`config.mk`:
```
export PLATFORM = sky130hd
export DESIGN_NAME = prxy_phase
export DESIGN_NICKNAME = d
export VERILOG_FILES = /design/src/prxy_pkg.sv /design/src/prxy_phase.sv
export SDC_FILE = /design/constraint.sdc
export NUM_CORES = 2
export LEC_CHECK = 0
export ABC_AREA = 1
export BUFFER_PORTS_ARGS = -buffer_cell sky130_fd_sc_hd__buf_2
export CELL_PAD_IN_SITES_DETAIL_PLACEMENT = 1
export CELL_PAD_IN_SITES_GLOBAL_PLACEMENT = 2
export CORE_MARGIN = 3
export CORE_UTILIZATION = 40
export CTS_BUF_LIST = sky130_fd_sc_hd__clkbuf_4
export DETAILED_ROUTE_END_ITERATION = 12
export PLACE_DENSITY = 0.79
export SLEW_MARGIN = 30
export SYNTH_ARGS = -nofsm -noshare
export SYNTH_HDL_FRONTEND = slang
export SYNTH_SLANG_ARGS = --single-unit
```
`constraint.sdc`:
```
create_clock -name clk -period 6 [get_ports clk]
set_input_delay 0.3 -clock clk [delete_from_list [all_inputs] [get_ports clk]]
set_output_delay 0.3 -clock clk [all_outputs]
set_load 0.01 [all_outputs]
```
`src/prxy_pkg.sv`:
```
`timescale 1ns / 1ps

package prxy_pkg;

  localparam int ATAN_N = 30;

  // Phase scale K = 104 + PHASE_K_FRAC / 2^32 (about 0.01 * 2^16 / 2pi)
  localparam logic signed [31:0] PHASE_K_FRAC = 32'sd1304740218;
  localparam logic signed [31:0] CORDIC_GAIN  = 32'sd652032874;

  // arctan(2^-i) in phase units, 2^30 = quarter turn
  localparam logic signed [31:0] ATAN_TAB [ATAN_N] = '{
    32'sh20000000, 32'sh12E4051E, 32'sh09FB385B, 32'sh051111D4, 32'sh028B0D43,
    32'sh0145D7E1, 32'sh00A2F61E, 32'sh00517C55, 32'sh0028BE53, 32'sh00145F2F,
    32'sh000A2F98, 32'sh000517CC, 32'sh00028BE6, 32'sh000145F3, 32'sh0000A2FA,
    32'sh0000517D, 32'sh000028BE, 32'sh0000145F, 32'sh00000A30, 32'sh00000518,
    32'sh0000028C, 32'sh00000146, 32'sh000000A3, 32'sh00000051, 32'sh00000029,
    32'sh00000014, 32'sh0000000A, 32'sh00000005, 32'sh00000003, 32'sh00000001
  };

  typedef struct packed {
    logic signed [31:0] x;
    logic signed [31:0] y;
    logic signed [31:0] z;
  } cord_t;

  typedef struct packed {
    logic signed [31:0] px;
    logic signed [31:0] py;
    logic signed [31:0] pz;
    logic               byp_x;
    logic               byp_y;
    logic [1:0]         quad_x;
    logic [1:0]         quad_y;
  } side_t;

  typedef struct packed {
    logic signed [31:0] c;
    logic signed [31:0] s;
  } sc_t;

  // restore quadrant by swap/negate
  function automatic sc_t quad_fix(cord_t l, logic [1:0] q);
    sc_t r;
    unique case (q)
      2'd0: begin
        r.c = l.x;
        r.s = l.y;
      end
      2'd1: begin
        r.c = -l.y;
        r.s = l.x;
      end
      2'd2: begin
        r.c = -l.x;
        r.s = -l.y;
      end
      default: begin
        r.c = l.y;
        r.s = -l.x;
      end
    endcase
    return r;
  endfunction

endpackage

```
`src/prxy_phase.sv`:
```
`timescale 1ns / 1ps

// drag * sensitivity -> 32-bit phase, 3 stages
module prxy_phase (
  input  logic                 clk,
  input  logic                 rst_n,
  input  logic                 adv,
  input  logic                 in_v,
  input  logic [3:0]           sens,
  input  logic signed [31:0]   point_x,
  input  logic signed [31:0]   point_y,
  input  logic signed [31:0]   point_z,
  input  logic signed [31:0]   drag_x,
  input  logic signed [31:0]   drag_y,
  output logic                 out_v,
  output prxy_pkg::cord_t      out_lx,
  output prxy_pkg::cord_t      out_ly,
  output prxy_pkg::side_t      out_side
);

  logic v1_r, v2_r, v3_r;

  // stage 1: exact product d
  logic signed [36:0] mx, my;
  logic signed [35:0] dx_r, dy_r;
  prxy_pkg::side_t    side1_nxt, side1_r;

  // stage 2: partial products of d * K
  logic signed [17:0] dhx, dhy;
  logic [48:0]        plox_r, ploy_r;
  logic signed [49:0] phix_r, phiy_r;
  logic [31:0]        kx_r, ky_r;
  logic [31:0]        dlx32, dly32;
  prxy_pkg::side_t    side2_r;

  // stage 3: sum and phase
  logic [63:0]        sumx, sumy;
  logic [31:0]        phx, phy;
  prxy_pkg::cord_t    lx_r, ly_r;
  prxy_pkg::side_t    side3_nxt, side3_r;

  assign mx = 37'(drag_x) * 37'($signed({1'b0, sens}));
  assign my = -(37'(drag_y) * 37'($signed({1'b0, sens})));

  always_comb begin
    side1_nxt        = '0;
    side1_nxt.px     = point_x;
    side1_nxt.py     = point_y;
    side1_nxt.pz     = point_z;
    side1_nxt.byp_x  = (drag_x == 32'sd0);
    side1_nxt.byp_y  = (drag_y == 32'sd0);
  end

  assign dhx   = dx_r[35:18];
  assign dhy   = dy_r[35:18];
  assign dlx32 = dx_r[31:0];
  assign dly32 = dy_r[31:0];

  // d*104 mod 2^32 = (d<<6) + (d<<5) + (d<<3)
  assign sumx = (64'(phix_r) << 18) + 64'(plox_r) + {kx_r, 32'd0};
  assign sumy = (64'(phiy_r) << 18) + 64'(ploy_r) + {ky_r, 32'd0};
  assign phx  = sumx[63:32];
  assign phy  = sumy[63:32];

  always_comb begin
    side3_nxt        = side2_r;
    side3_nxt.quad_x = phx[31:30];
    side3_nxt.quad_y = phy[31:30];
  end

  always_ff @(posedge clk) begin
    if (!rst_n) begin
      v1_r <= 1'b0;
      v2_r <= 1'b0;
      v3_r <= 1'b0;
    end else if (adv) begin
      v1_r <= in_v;
      v2_r <= v1_r;
      v3_r <= v2_r;
    end
  end

  always_ff @(posedge clk) begin
    if (adv) begin
      dx_r    <= mx[35:0];
      dy_r    <= my[35:0];
      side1_r <= side1_nxt;

      plox_r  <= 49'(dx_r[17:0]) * 49'(prxy_pkg::PHASE_K_FRAC);
      ploy_r  <= 49'(dy_r[17:0]) * 49'(prxy_pkg::PHASE_K_FRAC);
      phix_r  <= 50'(dhx) * 50'(prxy_pkg::PHASE_K_FRAC);
      phiy_r  <= 50'(dhy) * 50'(prxy_pkg::PHASE_K_FRAC);
      kx_r    <= (dlx32 << 6) + (dlx32 << 5) + (dlx32 << 3);
      ky_r    <= (dly32 << 6) + (dly32 << 5) + (dly32 << 3);
      side2_r <= side1_r;

      lx_r.x  <= prxy_pkg::CORDIC_GAIN;
      lx_r.y  <= 32'sd0;
      lx_r.z  <= $signed({2'b00, phx[29:0]});
      ly_r.x  <= prxy_pkg::CORDIC_GAIN;
      ly_r.y  <= 32'sd0;
      ly_r.z  <= $signed({2'b00, phy[29:0]});
      side3_r <= side3_nxt;
    end
  end

  assign out_v    = v3_r;
  assign out_lx   = lx_r;
  assign out_ly   = ly_r;
  assign out_side = side3_r;

endmodule

```
==> flow_summary.json <==
{
  "rsz0062_at_grt": "true",
  "slowest_stage": "edfxtp_1",
  "firstDrtPassIters": 7,
  "antenna_found_initial": 12,
  "postLayoutCellArea_um2": 88400,
  "routabilityCongestion": 0.937,
  "synth_edf_count": 638,
  "clock_skew_ps": 123,
  "worst_ep_arrival_time_ps": 6770,
  "ys_seq_area_frac": 0.246,
  "final_layout_size_suffix_gt1_frac": 0.0885,
  "tightest_slew_ps": 1030,
  "holdPathEnd": "dy_r[1]$_DFFE_PP_",
  "layout_commonest_cell": "inv_1",
  "worstPathCellList": "ha_1 -> inv_1 -> fa_1 -> inv_1 -> ha_1 -> inv_1 -> fa_1 -> fa_1 -> fa_1 -> inv_1 -> ha_1 -> nand2_1 -> nor2_1 -> nand2_1 -> nor2_1 -> nand4_1 -> nand4_1 -> nand2_1",
  "synth_flop_cell": "edfxtp_1",
  "slowest_delay_ps": 640,
  "hp-class": "in2reg",
  "clock_latency_ps": 1280,
  "drt_iter0_drc": 2792,
  "grt.overflow.total": 0,
  "drv_cap": 0,
  "io_pins": 463,
  "hold_viol": 0,
  "reg2reg_from": "dx_r[23]$_DFFE_PP_",
  "period_share": 0.969,
  "cts_tree": "built",
  "ff2ff_path_depth": 18,
  "cts_root_buffer": "clkbuf_4",
  "dieArea_um2": 201000,
  "cp-start-kind": "flop",
  "hold_start": "sens[1]",
  "drc": 0,
  "syn_to_final_growth_pct": 12.9,
  "min_period_ps": 5810,
  "clock.fmax_ghz": 0.172,
  "syn_area_per_cell_um2": 8.93,
  "worst_ep_required_time_ps": 6960,
  "grt_max_degree": 152,
  "clock_sinks": 641,
  "whs_path_depth": 6,
  "coreArea_um2": 194000,
  "avgRoutedWirePerCell_um": 21.1,
  "crit_family": "adder cells",
  "post_dp_cell_area_um2": 83300,
  "cts.path.max_buffers": 3,
  "clkTransAtPathRegs_ps": 70,
  "path_class": "reg2reg",
  "r2r-end": "phix_r[45]$_DFFE_PP_",
  "synth_area_um2": 78300,
  "async_reset_ff_frac": 0,
  "regToRegSetupSlack_ps": 190,
  "path_buf_inv": 4,
  "vias": 61300,
  "cts_buffers": 180,
  "grt_pass1_wl_um": 398000,
  "portBuffers": 330,
  "drt-vias-per-instance": 4.95,
  "final_util": 0.456,
  "ant_nets": 0,
  "crit_fanout": 8,
  "fp.dieW_um": 448,
  "grt_pass1_vias": 67300,
  "status": "finished clean",
  "nFillCells": 23000,
  "die_y_um": 448,
  "nets": 11800,
  "grtUsageTotal": 0.261,
  "finalSetupViolations": 0,
  "htreeDepth": 4,
  "rows": 161,
  "relSlewSlack": 0.315,
  "synth_cell_types": 56,
  "hold_slack_ps": 106,
  "final_cell_mix": "2,081 x inv_1, 1,589 x nand2_1, 1,157 x ha_1, 862 x fa_1, 638 x edfxtp_1",
  "dp_hpwl_um": 225000,
  "finalWirelength_um": 261000,
  "ys_ff_latch": 641,
  "endpoint_kind": "flop",
  "worstSetupStartpoint": "dx_r[23]$_DFFE_PP_",
  "initial_core_util": 0.404,
  "synth_warnings": 0,
  "synthCells": 8758,
  "slew_violations": 0
}
-- kinds of logic (layout without fill, tap and decap cells) --
logic type	Yosys count	in the layout	synth area share
simple gates	2688	2688	0.143
buf+inv	2259	3126	0.115
xor+xnor	221	221	0.0247
fa+ha+maj	2019	2019	0.406
flops	641	641	0.246
other cells	2	145	0.0000960
compound gates	928	928	0.0660
-- per-layer routing --
metal	routed length, µm	vias up	part of all wire	track usage
met4	8250	10	0.032	0.0832
met5	56	-	0.00021	0
met1	111000	30500	0.43	0.326
met3	8060	340	0.031	0.0263
met2	134000	1103	0.51	0.471
li1	-	29300	-	-
-- cells in the mapped netlist, drive strengths merged (4+ instances only) --
| cell type | number | area (µm²) |
|---|---|---|
| xor2 | 172 | 1510 |
| nand3b | 12 | 93.8 |
| inv | 2097 | 7870 |
| a21o | 42 | 315 |
| nor4 | 29 | 215 |
| nand4 | 84 | 526 |
| o21bai | 42 | 334 |
| a21boi | 15 | 116 |
| o21ai | 270 | 1380 |
| o211ai | 12 | 100 |
| nor2 | 571 | 2270 |
| o21a | 40 | 300 |
| nand2 | 1608 | 6080 |
| edfxtp | 638 | 19200 |
| ha | 1157 | 14500 |
| or2 | 8 | 50.1 |
| buf | 138 | 1010 |
| a31oi | 9 | 56.3 |
| o31ai | 4 | 43.8 |
| nor3 | 85 | 475 |
| nand3 | 281 | 1440 |
| xnor2 | 49 | 429 |
| fa | 862 | 17300 |
| clkbuf | 22 | 82.6 |
| a21oi | 489 | 2480 |
-- tightest hold or removal path, delay by kind of cell --
family	cells	cell delay [ps]
adder cells (fa/ha/maj)	2	380
buffers and inverters	3	350
AND/OR/NAND/NOR	1	130
-- registers in the layout, indices dropped and copies added, names as in the netlist --
| register | count |
|---|---|
| v1_r | 1 |
| out_lx | 30 |
| side2_r | 98 |
| dx_r | 36 |
| ky_r | 29 |
| out_side | 102 |
| phiy_r | 45 |
| phix_r | 45 |
| dy_r | 36 |
| side1_r | 98 |
| out_v | 1 |
| plox_r | 30 |
| kx_r | 29 |
| ploy_r | 30 |
| out_ly | 30 |
| v2_r | 1 |
-- how the worst max path moves through the flow --
stage | endpoint | slack [ps] | cells past startpoint
after floorplan | plox_r[39]$_DFFE_PP_ | 790 | 19
after global placement | phix_r[45]$_DFFE_PP_ | 190 | 16
after detailed placement | phix_r[45]$_DFFE_PP_ | 110 | 16
after CTS | ploy_r[43]$_DFFE_PP_ | 50 | 17
after global routing | ploy_r[39]$_DFFE_PP_ | -40 | 16
final | phix_r[45]$_DFFE_PP_ | 190 | 18
-- final cells by class --
class / count / area (µm²) / share of cell area
Multi-Input combinational cell: 5988 / 50600 / 0.572
Sequential cell: 641 / 19200 / 0.217
Inverter: 2099 / 7880 / 0.0892
Timing Repair Buffer: 702 / 5140 / 0.0581
Tap cell: 2608 / 3260 / 0.0369
Clock buffer: 249 / 1870 / 0.0212
Clock inverter: 76 / 394 / 0.00446
Antenna cell: 13 / 32.5 / 0.000368
-- through the flow --
stage	worst slack, ps	setup TNS (ps)	std cells
final	187	0	12400
after global routing	-41.2	-82.1	12400
after CTS	45.1	0	12300
after detailed placement	114	0	11800
after global placement	194	0	11800
after floorplan	790	0	8888
-- repair_timing --
item                       in CTS  in global routing
setup endpoints to repair       0                 13
buffers inserted                0                 21
hold endpoints to repair      473                  0
resized for setup               0                  6
hold buffers                  257                  0
Power is not shown: default switching activity piles up to over one toggle a cycle in this logic, so the estimate is an artifact.
