### config.mk
export PLATFORM = sky130hd
export DESIGN_NAME = prxy_cell
export DESIGN_NICKNAME = d
export VERILOG_FILES = /design/src/prxy_pkg.sv /design/src/prxy_cell.sv
export SDC_FILE = /design/constraint.sdc
export NUM_CORES = 1
export LEC_CHECK = 0
export BUFFER_PORTS_ARGS = -buffer_cell sky130_fd_sc_hd__buf_2
export CAP_MARGIN = 5
export CORE_MARGIN = 3
export CORE_UTILIZATION = 25
export CTS_CLUSTER_SIZE = 24
export DETAILED_ROUTE_END_ITERATION = 8
export HOLD_SLACK_MARGIN = 0.12
export PLACE_DENSITY_LB_ADDON = 0.2
export SYNTH_ARGS = -nofsm -noshare
export SYNTH_HDL_FRONTEND = slang
export SYNTH_SLANG_ARGS = --single-unit
### constraint.sdc
create_clock -name clk -period 2.7 [get_ports clk]
set_input_delay 0.135 -clock clk [delete_from_list [all_inputs] [get_ports clk]]
set_output_delay 0.135 -clock clk [all_outputs]
set_load 0.05 [all_outputs]
### src/prxy_pkg.sv
`timescale 1ns / 1ps

package prxy_pkg;

  localparam int ATAN_N = 30;

  // Phase scale K = 104 + PHASE_K_FRAC / 2^32 (about 0.01 * 2^16 / 2pi)
  localparam logic signed [31:0] PHASE_K_FRAC = 32'sd1304740218;
  localparam logic signed [31:0] CORDIC_GAIN  = 32'sd652032874;

  // arctan(2^-i) in phase units, 2^30 = quarter turn
  localparam logic signed [31:0] ATAN_TAB [ATAN_N] = '{
    32'sh20000000, 32'sh12E4051E, 32'sh09FB385B, 32'sh051111D4, 32'sh028B0D43,
    32'sh0145D7E1, 32'sh00A2F61E, 32'sh00517C55, 32'sh0028BE53, 32'sh00145F2F,
    32'sh000A2F98, 32'sh000517CC, 32'sh00028BE6, 32'sh000145F3, 32'sh0000A2FA,
    32'sh0000517D, 32'sh000028BE, 32'sh0000145F, 32'sh00000A30, 32'sh00000518,
    32'sh0000028C, 32'sh00000146, 32'sh000000A3, 32'sh00000051, 32'sh00000029,
    32'sh00000014, 32'sh0000000A, 32'sh00000005, 32'sh00000003, 32'sh00000001
  };

  typedef struct packed {
    logic signed [31:0] x;
    logic signed [31:0] y;
    logic signed [31:0] z;
  } cord_t;

  typedef struct packed {
    logic signed [31:0] px;
    logic signed [31:0] py;
    logic signed [31:0] pz;
    logic               byp_x;
    logic               byp_y;
    logic [1:0]         quad_x;
    logic [1:0]         quad_y;
  } side_t;

  typedef struct packed {
    logic signed [31:0] c;
    logic signed [31:0] s;
  } sc_t;

  // restore quadrant by swap/negate
  function automatic sc_t quad_fix(cord_t l, logic [1:0] q);
    sc_t r;
    unique case (q)
      2'd0: begin
        r.c = l.x;
        r.s = l.y;
      end
      2'd1: begin
        r.c = -l.y;
        r.s = l.x;
      end
      2'd2: begin
        r.c = -l.x;
        r.s = -l.y;
      end
      default: begin
        r.c = l.y;
        r.s = -l.x;
      end
    endcase
    return r;
  endfunction

endpackage

### src/prxy_cell.sv
`timescale 1ns / 1ps

// one CORDIC micro-rotation for both angles
module prxy_cell #(
  parameter int STAGE = 0
) (
  input  logic            clk,
  input  logic            rst_n,
  input  logic            adv,
  input  logic            in_v,
  input  prxy_pkg::cord_t in_lx,
  input  prxy_pkg::cord_t in_ly,
  input  prxy_pkg::side_t in_side,
  output logic            out_v,
  output prxy_pkg::cord_t out_lx,
  output prxy_pkg::cord_t out_ly,
  output prxy_pkg::side_t out_side
);

  localparam logic signed [31:0] ATAN = prxy_pkg::ATAN_TAB[STAGE];

  function automatic prxy_pkg::cord_t step(prxy_pkg::cord_t c);
    prxy_pkg::cord_t r;
    logic signed [31:0] dx, dy;
    dx = c.y >>> STAGE;
    dy = c.x >>> STAGE;
    if (!c.z[31]) begin
      r.x = c.x - dx;
      r.y = c.y + dy;
      r.z = c.z - ATAN;
    end else begin
      r.x = c.x + dx;
      r.y = c.y - dy;
      r.z = c.z + ATAN;
    end
    return r;
  endfunction

  logic            v_r;
  prxy_pkg::cord_t lx_r, ly_r;
  prxy_pkg::side_t side_r;

  always_ff @(posedge clk) begin
    if (!rst_n) begin
      v_r <= 1'b0;
    end else if (adv) begin
      v_r <= in_v;
    end
  end

  always_ff @(posedge clk) begin
    if (adv) begin
      lx_r   <= step(in_lx);
      ly_r   <= step(in_ly);
      side_r <= in_side;
    end
  end

  assign out_v    = v_r;
  assign out_lx   = lx_r;
  assign out_ly   = ly_r;
  assign out_side = side_r;

endmodule

==> implementation parameters <==
Parameter                              Value

Synthesis
  Sequential cell area fraction in the yosys report    44.9%
  Share of flip-flops with an asynchronous set or reset after synthesis    0%
  Multiplexer share of the synthesized area    1.84%
  Post-Synth Simple-Gate Area    9.83%
  Number of library cell types mapped by synthesis    82
  Commonest register cell after synthesis    sky130_fd_sc_hd__edfxtp_1
  Combinational family with the most area after synthesis    compound AO/OA/AOI/OAI gates
  Number of synthesized flops with an enable pin    292
  Yosys reg bits    293
  Number of warnings issued by yosys    0
  Synth Area in Compound Gates    19.3%
  Net count after synthesis    2429
  Synth Area in XOR/XNOR    5.42%
  Post-synthesis share of cell area spent on full adders, half adders and majority gates    12.8%
  Syn Std Cell Area    0.0196 mm²
  Mean post-synth cell area    10.1 µm²
  Count of mapped cells out of synthesis    1935

Min path
  Startpoint of the worst hold path    in_lx[91]
  Hold Path Stages    3
  Worst hold-check path type    in2reg
  Hold Path End    out_lx[91]$_DFFE_PP_

Cells and area
  Nets    3563
  Highest-count cells in the layout ignoring fill and taps    591 x sky130_fd_sc_hd__buf_2, 400 x sky130_fd_sc_hd__buf_4, 292 x sky130_fd_sc_hd__edfxtp_1, 216 x sky130_fd_sc_hd__a21oi_1, 197 x sky130_fd_sc_hd__inv_1
  Finished Core Util    38.8%
  Share of layout cells above drive strength 1    35.1%
  Synth-to-layout area growth    52.2%
  Most frequent standard cell in the layout excluding fill and tap cells    sky130_fd_sc_hd__buf_2

Critical path
  Critical path buffer and inverter count    4
  Worst path max stage delay    0.46 ns
  Max stage delay cell, worst path    sky130_fd_sc_hd__o311a_1
  Worst Reg-to-Reg Cells    3
  Required time of the critical path    3.00 ns
  Reg-to-Reg Start    out_v$_SDFFE_PN0P_
  Critical path type    in2reg
  Highest net fanout along the worst path    4
  Reg-to-reg endpoint    out_v$_SDFFE_PN0P_
  Endpoint kind of the worst setup timing path    flop
  Cell type with the highest occurrence count on the critical path    sky130_fd_sc_hd__buf_4
  CP Cell Sequence    buf_2 > inv_1 > ha_1 > nor3b_1 > o311ai_1 > buf_4 > a31oi_1 > o311a_1 > o21ai_1 > buf_4 > nand4_1 > a31oi_2 > o22ai_1 > xnor2_1
  Worst Path Arrival    2.92 ns
  Kind of start point of the critical path    primary input
  Cell family contributing the most delay on the critical path    compound AO/OA/AOI/OAI gates
  Slack of the worst reg-to-reg path    1.50 ns

GRT
  Wire length of the first global-routing pass    119000 µm
  Largest net degree at the start of global routing    85
  Number of global-route vias before repair    19811
  Total congestion overflow    0
  Total GRT Usage    18.8%
  Antenna violations before repair    10

STA
  Slew margin rel.    55.1%
  Worst Skew    0 ns
  Final number of setup-violating endpoints    0
  Max-slew violation count    0
  Crit share post-route    97.3%
  Hold Fails Final Rpt    0
  Worst setup margin    0.0732 ns
  Transition time at the pin with the least slew margin    0.666 ns
  Max frequency    381 MHz
  Setup repair after global routing missed its margin    true
  Post-layout min period    2.63 ns

Floorplanning
  Overall die area    0.0816 mm²
  Initial cell density of the core    25.5%
  Boundary pin count    593
  Site Rows    101
  Floorplan core area    0.0767 mm²
  DIE HEIGHT    286 µm
  Horiz. Die Dim    286 µm

Clock tree
  Latest clock arrival within the worst-skew pair    0.56 ns
  H-tree level count    2
  Clock-pin slew reported for the worst setup and hold paths after clock tree synthesis    0.05 ns
  TritonCTS clock tree    done
  Number of buffers inserted during clock tree synthesis    39
  CTS Sinks    293
  Maximum count of clock buffers along a single path    3
  Root buffer cell    sky130_fd_sc_hd__clkbuf_16

Placement
  Final weighted congestion in routability-driven placement    0.925
  # port buffers    592
  Place WS    -0.595 ns
  Total half-perimeter wirelength after legalization and detailed placement    64200 µm

Pwr
  Power per standard cell area    593 mW/mm²
  VDD IR max    486 µV
  Leakage power of the design    13.6 nW

Drt
  Detailed Route Iter0 Violations    1172
  Detail Route Antenna Nets    0
  WL/cell    19.4 µm
  Vias post-DR    19348
  # DRC    0
  TritonRoute pass-1 iters    5
  Total Routed Length    80300 µm
  Post-DR vias/cell    4.68

Run
  Count of maximum capacitance violations    0

Status
  Result of the run    finished clean
## flip-flops by register name, indices dropped and copies added, names as in the netlist
name,flops
out_v,1
out_side,102
out_lx,95
out_ly,95
## worst reg2reg max path, cell delays in order (launching register included)
cell	delay, ns
sky130_fd_sc_hd__dfxtp_1	0.32
sky130_fd_sc_hd__mux2i_1	0.13
sky130_fd_sc_hd__nor2b_1	0.07
sky130_fd_sc_hd__dlygate4sd3_1	0.56
## through the flow
step / instance area (µm²) / setup TNS (ns) / power [mW] / hold slack [ns] / std cells
global placement: 26600 / -19.90 / 12.4 / 0.311 / 3879
CTS: 29700 / 0 / 17.8 / 0.136 / 4125
floorplan: 19600 / -0.0995 / 9.84 / 0.234 / 1935
finish: 29800 / 0 / 17.6 / 0.189 / 4132
detailed placement: 26600 / -21.12 / 12.4 / 0.313 / 3879
global route: 29800 / -0.0498 / 18.5 / 0.177 / 4131
## routing by layer
layer | wire length [µm] | up-vias | track usage [%]
li1 | - | 9234 | -
met1 | 33700 | 9292 | 23.4
met2 | 40000 | 689 | 33.2
met3 | 4370 | 129 | 2.82
met4 | 2290 | 4 | 6.17
met5 | 23 | - | 0
## timing repair
item | in CTS | in global routing
endpoints found under the setup margin | 0 | 14
hold endpoints to repair | 233 | 0
setup buffers | 0 | 1
hold buffers | 178 | 0
resized for setup | 0 | 14
## how the worst max path moves through the flow
stage / from / end / slack, ns / cells past startpoint
2_1_floorplan: in_lx[32] / out_lx[60]$_DFFE_PP_ / -0.1 / 11
3_3_place_gp: in_lx[35] / out_lx[60]$_DFFE_PP_ / -0.59 / 13
3_5_place_dp: in_lx[35] / out_lx[60]$_DFFE_PP_ / -0.60 / 13
4_1_cts: in_lx[35] / out_lx[60]$_DFFE_PP_ / 0.008 / 13
5_1_grt: in_lx[32] / out_lx[60]$_DFFE_PP_ / -0.05 / 12
6_report: in_ly[33] / out_ly[63]$_DFFE_PP_ / 0.07 / 14
## cell usage after synthesis, types with 5 or more instances
library cell | number | share of area, %
sky130_fd_sc_hd__nor2b_1 | 23 | 0.74
sky130_fd_sc_hd__xor2_1 | 19 | 0.85
sky130_fd_sc_hd__and3_1 | 9 | 0.29
sky130_fd_sc_hd__a311oi_1 | 5 | 0.22
sky130_fd_sc_hd__o41ai_1 | 6 | 0.27
sky130_fd_sc_hd__o21a_1 | 23 | 0.88
sky130_fd_sc_hd__o31ai_1 | 18 | 0.69
sky130_fd_sc_hd__a211o_1 | 6 | 0.27
sky130_fd_sc_hd__buf_1 | 22 | 0.42
sky130_fd_sc_hd__xnor2_1 | 102 | 4.6
sky130_fd_sc_hd__ha_1 | 188 | 12
sky130_fd_sc_hd__or3_1 | 8 | 0.26
sky130_fd_sc_hd__a21boi_0 | 5 | 0.19
sky130_fd_sc_hd__o21bai_1 | 32 | 1.2
sky130_fd_sc_hd__o311ai_1 | 5 | 0.22
sky130_fd_sc_hd__fa_1 | 8 | 0.82
sky130_fd_sc_hd__nor2_1 | 149 | 2.9
sky130_fd_sc_hd__nand2_1 | 93 | 1.8
sky130_fd_sc_hd__o22ai_1 | 8 | 0.26
sky130_fd_sc_hd__nor3_1 | 35 | 0.90
sky130_fd_sc_hd__a31oi_1 | 15 | 0.48
sky130_fd_sc_hd__nand2b_1 | 13 | 0.42
sky130_fd_sc_hd__a21oi_1 | 216 | 5.5
sky130_fd_sc_hd__o21ai_0 | 100 | 2.6
sky130_fd_sc_hd__a21o_1 | 40 | 1.5
sky130_fd_sc_hd__and2_1 | 9 | 0.29
sky130_fd_sc_hd__buf_2 | 14 | 0.36
sky130_fd_sc_hd__edfxtp_1 | 292 | 45
sky130_fd_sc_hd__o211ai_1 | 16 | 0.61
sky130_fd_sc_hd__nor4_1 | 9 | 0.29
sky130_fd_sc_hd__nand4_1 | 20 | 0.64
sky130_fd_sc_hd__nand3_1 | 23 | 0.59
sky130_fd_sc_hd__o21ai_1 | 9 | 0.23
sky130_fd_sc_hd__a41oi_1 | 5 | 0.22
sky130_fd_sc_hd__clkbuf_1 | 45 | 0.86
sky130_fd_sc_hd__a211oi_1 | 16 | 0.61
sky130_fd_sc_hd__inv_1 | 197 | 3.8
sky130_fd_sc_hd__o221ai_1 | 7 | 0.31
sky130_fd_sc_hd__clkinv_1 | 6 | 0.12
sky130_fd_sc_hd__mux2i_1 | 36 | 1.8
## power breakdown
group / leakage (nW) / switching, mW / internal, mW
Clock: 0.591 / 2.12 / 2.99
Sequential: 2.87 / 0.195 / 5.71
Combinational: 10.2 / 4.35 / 2.28
## final cells by class
cell class / count / area [µm²]
antenna: 6 / 15.0
clock buffer: 49 / 1010
clock inverter: 19 / 236
fill: 7736 / 46900
inverter: 204 / 766
multi-input combinational: 1351 / 9700
sequential: 293 / 8790
tap: 1030 / 1290
timing repair buffer: 1180 / 7960
## logic make-up (layout without fill, tap and decap cells)
group                      count (synthesis)  in the layout
AOI/OAI and AO/OA                        587            587
xor gates and xnor gates                 121            121
adders and majority gates                196            196
buffers and inverters                    291           1452
and+or+nand+nor                          411            411
DFF                                      293            293
muxes                                     36             36
other                                      0              6
No activity file was read; power rests on OpenSTA's default activity.
